===== src/rtl/swstat_pkg.sv =====
`default_nettype none

package swstat_pkg;

  localparam int DATA_W    = 32;
  localparam int LEN_W     = 7;
  localparam int OUT_W     = 3 * DATA_W;

  localparam logic [LEN_W-1:0] LEN_RESET = LEN_W'(10);

  typedef logic signed [DATA_W-1:0] sample_t;

endpackage

`default_nettype wire


===== src/rtl/swstat_ring.sv =====
`default_nettype none

module swstat_ring #(
  parameter int DEPTH  = 64,
  parameter int ADDR_W = 6
) (
  input  wire                         clk,
  input  wire                         wr_en,
  input  wire  [ADDR_W-1:0]           wr_addr,
  input  wire  [swstat_pkg::DATA_W-1:0] wr_data,
  input  wire                         rd_en,
  input  wire  [ADDR_W-1:0]           rd_addr,
  output logic [swstat_pkg::DATA_W-1:0] rd_data
);

  import swstat_pkg::*;

  logic [DATA_W-1:0] mem [DEPTH];

  always_ff @(posedge clk) begin
    if (wr_en) begin
      mem[wr_addr] <= wr_data;
    end
  end

  always_ff @(posedge clk) begin
    if (rd_en) begin
      rd_data <= mem[rd_addr];
    end
  end

endmodule

`default_nettype wire


===== src/rtl/swstat_div.sv =====
`default_nettype none

module swstat_div #(
  parameter int SUM_W = 38,
  parameter int DIV_W = 7
) (
  input  wire                          clk,
  input  wire                          rst_n,
  input  wire                          start,
  input  wire  signed [SUM_W-1:0]      dividend,
  input  wire         [DIV_W-1:0]      divisor,
  output logic                         done,
  output logic [swstat_pkg::DATA_W-1:0] quotient
);

  import swstat_pkg::*;

  localparam int CNT_W = $clog2(SUM_W + 1);

  logic                busy_r, busy_nxt;
  logic                done_r, done_nxt;
  logic                neg_r, neg_nxt;
  logic [CNT_W-1:0]    cnt_r, cnt_nxt;
  logic [SUM_W-1:0]    mag_r, mag_nxt;
  logic [DIV_W-1:0]    rem_r, rem_nxt;
  logic [DIV_W-1:0]    dsr_r, dsr_nxt;
  logic [DIV_W:0]      rem_sh;
  logic [DIV_W:0]      rem_sub;
  logic                ge;
  logic [SUM_W-1:0]    dvd_u;
  logic [SUM_W-1:0]    quo_full;

  // restoring divide, one quotient bit per cycle
  always_comb begin
    dvd_u    = $unsigned(dividend);
    rem_sh   = {rem_r, mag_r[SUM_W-1]};
    ge       = rem_sh >= {1'b0, dsr_r};
    rem_sub  = rem_sh - {1'b0, dsr_r};
    busy_nxt = busy_r;
    done_nxt = 1'b0;
    neg_nxt  = neg_r;
    cnt_nxt  = cnt_r;
    mag_nxt  = mag_r;
    rem_nxt  = rem_r;
    dsr_nxt  = dsr_r;
    if (start) begin
      busy_nxt = 1'b1;
      neg_nxt  = dividend[SUM_W-1];
      mag_nxt  = dividend[SUM_W-1] ? (~dvd_u + 1'b1) : dvd_u;
      rem_nxt  = '0;
      dsr_nxt  = divisor;
      cnt_nxt  = CNT_W'(SUM_W);
    end else if (busy_r) begin
      rem_nxt = ge ? rem_sub[DIV_W-1:0] : rem_sh[DIV_W-1:0];
      mag_nxt = {mag_r[SUM_W-2:0], ge};
      cnt_nxt = cnt_r - 1'b1;
      if (cnt_r == CNT_W'(1)) begin
        busy_nxt = 1'b0;
        done_nxt = 1'b1;
      end
    end
  end

  always_ff @(posedge clk) begin
    if (!rst_n) begin
      busy_r <= 1'b0;
      done_r <= 1'b0;
    end else begin
      busy_r <= busy_nxt;
      done_r <= done_nxt;
    end
    neg_r <= neg_nxt;
    cnt_r <= cnt_nxt;
    mag_r <= mag_nxt;
    rem_r <= rem_nxt;
    dsr_r <= dsr_nxt;
  end

  assign quo_full = neg_r ? (~mag_r + 1'b1) : mag_r;
  assign quotient = quo_full[DATA_W-1:0];
  assign done     = done_r;

endmodule

`default_nettype wire


===== src/rtl/sliding_window_statistics.sv =====
`default_nettype none

// channel   dir  handshake            payload
// in_       in   in_tvalid/in_tready  tdata: sample
// out_      out  out_tvalid/out_tready tdata: avg, min, max; tuser: window_complete
// cfg_      in   cfg_wr_en            cfg_wr_data: window_len
//
// each accepted sample is processed with one ring read per entry, n the window length,
// then one quotient bit per cycle in the serial divider
// ring clearing is free: a fill count marks unwritten entries as zero
// synchronous active-low reset; in_tready stays low until the result is registered
// and while cfg_wr_en is high
// a pending result stalls only the final output load

module sliding_window_statistics #(
  parameter int MAX_WINDOW = 64
) (
  input  wire                              clk,
  input  wire                              rst_n,
  input  wire                              in_tvalid,
  output logic                             in_tready,
  input  wire  [swstat_pkg::DATA_W-1:0]    in_tdata,   // sample
  output logic                             out_tvalid,
  input  wire                              out_tready,
  output logic [swstat_pkg::OUT_W-1:0]     out_tdata,  // window_avg, window_min, window_max
  output logic                             out_tuser,  // window_complete
  input  wire                              cfg_wr_en,
  input  wire  [swstat_pkg::LEN_W-1:0]     cfg_wr_data // window_len
);

  import swstat_pkg::*;

  localparam int IW    = (MAX_WINDOW > 1) ? $clog2(MAX_WINDOW) : 1;
  localparam int CW    = $clog2(MAX_WINDOW + 1);
  localparam int LW    = (CW > LEN_W) ? CW : LEN_W;
  localparam int SUM_W = DATA_W + IW;

  typedef enum logic [1:0] {
    S_IDLE,
    S_SCAN,
    S_DIV,
    S_OUT
  } state_t;

  state_t             state_r, state_nxt;
  logic [LEN_W-1:0]   wlen_r, wlen_nxt;
  logic [IW-1:0]      widx_r, widx_nxt;
  logic [CW-1:0]      fill_r, fill_nxt;
  logic [CW-1:0]      ridx_r, ridx_nxt;
  logic               rvld_r, rvld_nxt;
  logic               rlive_r, rlive_nxt;
  logic               first_r, first_nxt;
  logic               cmpl_r, cmpl_nxt;
  logic signed [SUM_W-1:0] sum_r, sum_nxt;
  sample_t            lo_r, lo_nxt;
  sample_t            hi_r, hi_nxt;
  logic               ovld_r, ovld_nxt;
  logic [OUT_W-1:0]   odata_r, odata_nxt;
  logic               ouser_r, ouser_nxt;

  logic [LW-1:0]      wl_ext;
  logic [LW-1:0]      n_ext;
  logic [CW-1:0]      n;
  logic [IW-1:0]      pos;
  logic [CW-1:0]      pos_inc;
  logic [IW-1:0]      pos_next;
  logic               accept;
  logic               rd_en;
  logic [DATA_W-1:0]  rd_data;
  sample_t            v;
  logic               div_start;
  logic               div_done;
  logic [DATA_W-1:0]  quotient;

  // effective window length, clamped to 1 .. MAX_WINDOW
  always_comb begin
    wl_ext = LW'(wlen_r);
    if (wl_ext == '0) begin
      n_ext = LW'(1);
    end else if (wl_ext > LW'(MAX_WINDOW)) begin
      n_ext = LW'(MAX_WINDOW);
    end else begin
      n_ext = wl_ext;
    end
    n = n_ext[CW-1:0];
  end

  always_comb begin
    pos      = (CW'(widx_r) >= n) ? '0 : widx_r;
    pos_inc  = CW'(pos) + 1'b1;
    pos_next = (pos_inc >= n) ? '0 : pos_inc[IW-1:0];
  end

  assign accept = in_tvalid && in_tready;
  assign rd_en  = (state_r == S_SCAN) && (ridx_r < n);
  assign v      = rlive_r ? sample_t'(rd_data) : '0;

  swstat_ring #(
    .DEPTH  (MAX_WINDOW),
    .ADDR_W (IW)
  ) u_ring (
    .clk     (clk),
    .wr_en   (accept),
    .wr_addr (pos),
    .wr_data (in_tdata),
    .rd_en   (rd_en),
    .rd_addr (ridx_r[IW-1:0]),
    .rd_data (rd_data)
  );

  swstat_div #(
    .SUM_W (SUM_W),
    .DIV_W (CW)
  ) u_div (
    .clk      (clk),
    .rst_n    (rst_n),
    .start    (div_start),
    .dividend (sum_r),
    .divisor  (n),
    .done     (div_done),
    .quotient (quotient)
  );

  always_comb begin
    state_nxt = state_r;
    wlen_nxt  = wlen_r;
    widx_nxt  = widx_r;
    fill_nxt  = fill_r;
    ridx_nxt  = ridx_r;
    rvld_nxt  = 1'b0;
    rlive_nxt = rlive_r;
    first_nxt = first_r;
    cmpl_nxt  = cmpl_r;
    sum_nxt   = sum_r;
    lo_nxt    = lo_r;
    hi_nxt    = hi_r;
    ovld_nxt  = ovld_r;
    odata_nxt = odata_r;
    ouser_nxt = ouser_r;
    div_start = 1'b0;

    if (ovld_r && out_tready) begin
      ovld_nxt = 1'b0;
    end

    case (state_r)
      S_IDLE: begin
        if (cfg_wr_en) begin
          wlen_nxt = cfg_wr_data;
          widx_nxt = '0;
          fill_nxt = '0;
        end else if (accept) begin
          widx_nxt  = pos_next;
          cmpl_nxt  = (pos_next == '0);
          if (CW'(pos) == fill_r) begin
            fill_nxt = fill_r + 1'b1;
          end
          ridx_nxt  = '0;
          first_nxt = 1'b1;
          sum_nxt   = '0;
          state_nxt = S_SCAN;
        end
      end
      S_SCAN: begin
        if (rd_en) begin
          ridx_nxt  = ridx_r + 1'b1;
          rvld_nxt  = 1'b1;
          rlive_nxt = ridx_r < fill_r;
        end
        if (rvld_r) begin
          sum_nxt   = sum_r + SUM_W'(v);
          first_nxt = 1'b0;
          if (first_r || v < lo_r) begin
            lo_nxt = v;
          end
          if (first_r || v > hi_r) begin
            hi_nxt = v;
          end
        end else if (!rd_en) begin
          div_start = 1'b1;
          state_nxt = S_DIV;
        end
      end
      S_DIV: begin
        if (div_done) begin
          state_nxt = S_OUT;
        end
      end
      S_OUT: begin
        if (!ovld_r || out_tready) begin
          ovld_nxt  = 1'b1;
          odata_nxt = {hi_r, lo_r, quotient};
          ouser_nxt = cmpl_r;
          state_nxt = S_IDLE;
        end
      end
      default: begin
        state_nxt = S_IDLE;
      end
    endcase
  end

  always_ff @(posedge clk) begin
    if (!rst_n) begin
      state_r <= S_IDLE;
      wlen_r  <= LEN_RESET;
      widx_r  <= '0;
      fill_r  <= '0;
      rvld_r  <= 1'b0;
      ovld_r  <= 1'b0;
    end else begin
      state_r <= state_nxt;
      wlen_r  <= wlen_nxt;
      widx_r  <= widx_nxt;
      fill_r  <= fill_nxt;
      rvld_r  <= rvld_nxt;
      ovld_r  <= ovld_nxt;
    end
    ridx_r  <= ridx_nxt;
    rlive_r <= rlive_nxt;
    first_r <= first_nxt;
    cmpl_r  <= cmpl_nxt;
    sum_r   <= sum_nxt;
    lo_r    <= lo_nxt;
    hi_r    <= hi_nxt;
    odata_r <= odata_nxt;
    ouser_r <= ouser_nxt;
  end

  assign in_tready  = (state_r == S_IDLE) && !cfg_wr_en;
  assign out_tvalid = ovld_r;
  assign out_tdata  = odata_r;
  assign out_tuser  = ouser_r;

endmodule

`default_nettype wire

===== config.mk =====
export PLATFORM = sky130hd
export DESIGN_NAME = sliding_window_statistics
export DESIGN_NICKNAME = d
export VERILOG_FILES = /design/src/rtl/swstat_pkg.sv /design/src/rtl/swstat_ring.sv /design/src/rtl/swstat_div.sv /design/src/rtl/sliding_window_statistics.sv
export SDC_FILE = /design/constraint.sdc
export NUM_CORES = 2
export LEC_CHECK = 0
export BUFFER_PORTS_ARGS = -buffer_cell sky130_fd_sc_hd__buf_4
export CAP_MARGIN = 20
export CORE_ASPECT_RATIO = 1.25
export CORE_MARGIN = 2
export CORE_UTILIZATION = 44
export CTS_BUF_LIST = sky130_fd_sc_hd__clkbuf_4 sky130_fd_sc_hd__clkbuf_8 sky130_fd_sc_hd__clkbuf_16
export CTS_CLUSTER_DIAMETER = 30
export DETAILED_ROUTE_END_ITERATION = 10
export PLACE_DENSITY = 0.64
export SLEW_MARGIN = 15
export SYNTH_ARGS = -nofsm -noshare
export SYNTH_HDL_FRONTEND = slang
export SYNTH_HIERARCHICAL = 1
export SYNTH_SLANG_ARGS = --single-unit

===== constraint.sdc =====
create_clock -name clk -period 6.3 [get_ports clk]
set_input_delay 0.315 -clock clk [delete_from_list [all_inputs] [get_ports clk]]
set_output_delay 0.315 -clock clk [all_outputs]
set_load 0.02 [all_outputs]

==> flow_metrics.tcl <==
set metrics [dict create \
    seqPwrFrac 0.364 \
    synthAdderAreaFrac 0.0191 \
    drv_cap 0 \
    start_util 0.442 \
    synth_cells 4906 \
    layout-drive-gt1-share 0.285 \
    final.setup.tns_ps 0 \
    muxShareOfSynthArea 0.139 \
    status "finished, final reports clean" \
    die_area_um2 221000 \
    grt_pass1_vias 51100 \
    busiest_layer "met2" \
    stdcell_area_um2 116000 \
    p_int_mw 36.6 \
    final_hold_viol_count 0 \
    tightest_slew_ps 1130 \
    via_per_inst 5.76 \
    ys_warn_count 6 \
    synthArstFlopShare 0 \
    drt-pass1-iter-count 5 \
    cts_root_buf "clkbuf_16" \
    dp_hpwl_um 149000 \
    drv_slew 0 \
    ys.flop_type "edfxtp_1" \
    switching_share 0.288 \
    grt_use_met2 0.381 \
    die_h_um 525 \
    via_count 49800 \
    finalCritPeriodShare 0.876 \
    powerDensity_nw_per_um2 444 \
    grt.total_usage 0.222 \
    core_um2 216000 \
    synth-seq-area-share 0.741 \
    p_leak_nw 38.3 \
    netSwitchingPower_mw 14.7 \
    fp.dieW_um 421 \
    arrival_ps 6400 \
    cp_data_required_time_ps 7180 \
    clk_pin_slew_ps 60 \
    multi_input_area_um2 23700 \
    gr-total-overflow 0 \
    num_io_pins 143 \
    grt_use_met1 0.277 \
    cts_tree "built" \
    synth_edf_count 2335 \
    grt_util_met3 0.0376 \
    cts_inserted_buffers 411 \
    synth_xor_area_frac 0.0101 \
    setup_viol 0 \
    yosys.area_share.simple 0.0364 \
    area_delta_synth_final_pct 20.9 \
    antenna_found_initial 17 \
    grt_pass1_wl_um 357000 \
    dpl_cell_area_um2 101000 \
    fin_nets 5609 \
    synth_compound_area_frac 0.0379 \
    cts_buffer_depth 4 \
    first_iter_violations 5362 \
    share_comb_of_total_power 0.205 \
    min_path_type "primary input to flip-flop" \
    insertion_delay_ps 990 \
    layout.area.seq_um2 70900 \
    final.setup_skew_ps 87.4 \
    rsz0062_at_grt "no" \
    utilization 0.535 \
    crit_fanout 14 \
    syn_avg_cell_area_um2 19.5 \
    detail-route-antenna-nets 0 \
    setup.worst_path.class "flip-flop to flip-flop" \
    cts_setup_buffers 0 \
    cp-end-kind "flip-flop" \
    clkPwrFrac 0.431 \
    relSlewSlack 0.245 \
    cts-htree-levels 5 \
    yosysUniqueCellTypes 89 \
    route.detailed.drc 0 \
    synth-seq-cells 2374 \
    post_drt_wl_per_cell_um 28.7 \
    grt_max_degree 100 \
    syn-cell-area_um2 95700 \
    port_buffers 142 \
    period_needed_ps 5520 \
    p_total_mw 51.3 \
    startpoint_type "flip-flop" \
    fp-row-count 191 \
    fmax_mhz 181 \
    gp_congestion 0.844 \
    clock_sinks 2374 \
    syn_nets 5095 \
    wirelength_um 248000 \
    vdd_drop_max_mv 0.328 \
    synth_top_family_by_area "multiplexers" \
    nFillCells 16500 \
]
==> per-stage QoR <==
step                      hold slack [ps]  setup slack [ps]  instances
final                                26.9               779       8655
after global placement                435               944       7845
after global routing                 27.6               231       8647
after CTS                            6.50               529       8643
after detailed placement              434              1040       7846
after floorplan                       400               734       4906
==> critical path: stages, from the launching register on <==
cell	delay, ps
dfxtp_1	310
or4_1	540
nor2_1	110
nor2_1	50
nor2_1	190
ha_1	270
nand2b_4	140
a2111oi_4	350
nor3_2	100
a41oi_4	480
and2_1	490
ha_1	290
xor2_1	280
ha_1	290
a21o_1	150
a21oi_1	140
o22ai_1	130
nor3b_2	380
a22oi_1	120
nor2b_1	120
dlygate4sd3_1	540
==> cells in the final DEF, fill, tap and decap left out, types with 38 or more instances in the layout <==
| master | instances |
|---|---|
| xor2_1 | 49 |
| inv_1 | 124 |
| nand2_1 | 134 |
| nor2_4 | 62 |
| mux4_2 | 544 |
| mux2i_1 | 99 |
| inv_6 | 44 |
| a21oi_1 | 159 |
| and2_1 | 48 |
| dlygate4sd3_1 | 54 |
| o22ai_1 | 88 |
| nor3_1 | 38 |
| clkinv_1 | 39 |
| clkinvlp_4 | 48 |
| clkbuf_16 | 416 |
| edfxtp_1 | 2335 |
| ha_1 | 143 |
| clkinv_2 | 60 |
| o21ai_0 | 72 |
| bufinv_16 | 47 |
| buf_4 | 251 |
| xnor2_1 | 61 |
| dfxtp_1 | 39 |
| nor2_1 | 215 |
==> final timing paths <==
check                                  start           endpoint  slack, ps  depth (start not counted)
worst max-delay path               wl_ext[1]          widx_r[2]        780                         20
worst min-delay path            in_tdata[31]  u_ring/mem[4][31]         30                          1
worst max register to register     wl_ext[1]          widx_r[2]        780                         20
worst min register to register      hi_r[24]      out_tdata[88]        440                          0
==> area by class of cell <==
type                       count  share of cell area
antenna                       10            0.000216
tap                         2895              0.0313
clock buffer                 451              0.0925
timing repair buffer         332              0.0257
clock inverter               292              0.0281
sequential                  2374               0.613
multi-input combinational   2175               0.205
inverter                     126             0.00409
==> repair_timing <==
item / 4_1_cts / 5_1_grt
gates resized for setup: 0 / 1
setup endpoints to repair: 0 / 1
hold buffers: 54 / 0
endpoints found under the hold margin: 751 / 0
==> layer usage <==
layer / wire length [um] / vias up
li1: - / 21300
met1: 93800 / 26100
met2: 127000 / 2022
met3: 16200 / 418
met4: 11000 / 4
met5: 30 / -
==> logic make-up after synthesis <==
| family | after synthesis |
|---|---|
| XOR/XNOR | 110 |
| AO/OA/AOI/OAI | 553 |
| adder cells (fa/ha/maj) | 145 |
| flip-flops | 2374 |
| buffers and inverters | 357 |
| AND/OR/NAND/NOR | 719 |
| multiplexers | 648 |
==> power groups by stage <==
stage / Sequential (mW) / Clock (mW) / Combinational, mW
after CTS: 18.7 / 22.4 / 10.6
final: 18.7 / 22.1 / 10.5
after floorplan: 18.8 / 0 / 6.70
after detailed placement: 19.0 / 0 / 10.5
after global routing: 18.7 / 23.1 / 11.1
after global placement: 19.0 / 0 / 10.4
==> sequential cells by signal, summed over array words and instances, names as in the netlist, 2 cells and up <==
| name | cells |
|---|---|
| u_ring/mem | 2048 |
| out_tdata | 96 |
| sum_r | 38 |
| u_div/mag_r | 38 |
| hi_r | 32 |
| lo_r | 32 |
| u_ring/rd_data | 32 |
| fill_r | 7 |
| ridx_r | 7 |
| u_div/dsr_r | 7 |
| u_div/rem_r | 7 |
| wl_ext | 7 |
| u_div/cnt_r | 6 |
| widx_r | 6 |
| state_r | 2 |
==> Yosys cell counts (5+ instances only) <==
cell type  instances  area [um^2]
a2111oi_0          5         43.8
or4_1              8         60.1
a22oi_1           19          143
or3_1             11         68.8
a21boi_0           6         45.0
and2_1            49          307
xor2_1            49          429
buf_4             26          195
mux2i_1           99          991
xnor2_1           61          534
o41ai_1           15          131
edfxtp_1        2335        70100
nor3b_1            5         37.5
o22ai_1           88          551
inv_1            124          465
nor3_1            41          205
o211ai_1          10         75.1
o31ai_1           23          173
buf_6              6         67.6
o221ai_1          28          245
ha_1             143         1790
a21o_1            36          270
nor2b_1           31          194
a21oi_1          161          806
buf_2             59          295
a311oi_1          10         87.6
dfxtp_1           39          781
o21a_1             8         60.1
a211oi_1          11         82.6
nor4_1            12         75.1
mux4_2           544        12300
nand3b_1          12         90.1
nand3_1           37          185
or2_2              5         31.3
a31oi_1           15         93.8
clkbuf_1         118          443
o21ai_0           72          360
nand4_1           28          175
nand2b_1          32          200
buf_1             22         82.6
and3_1            13         81.3
nor2_1           277         1040
nand2_1          134          503
(Power assumes the default switching activity.)
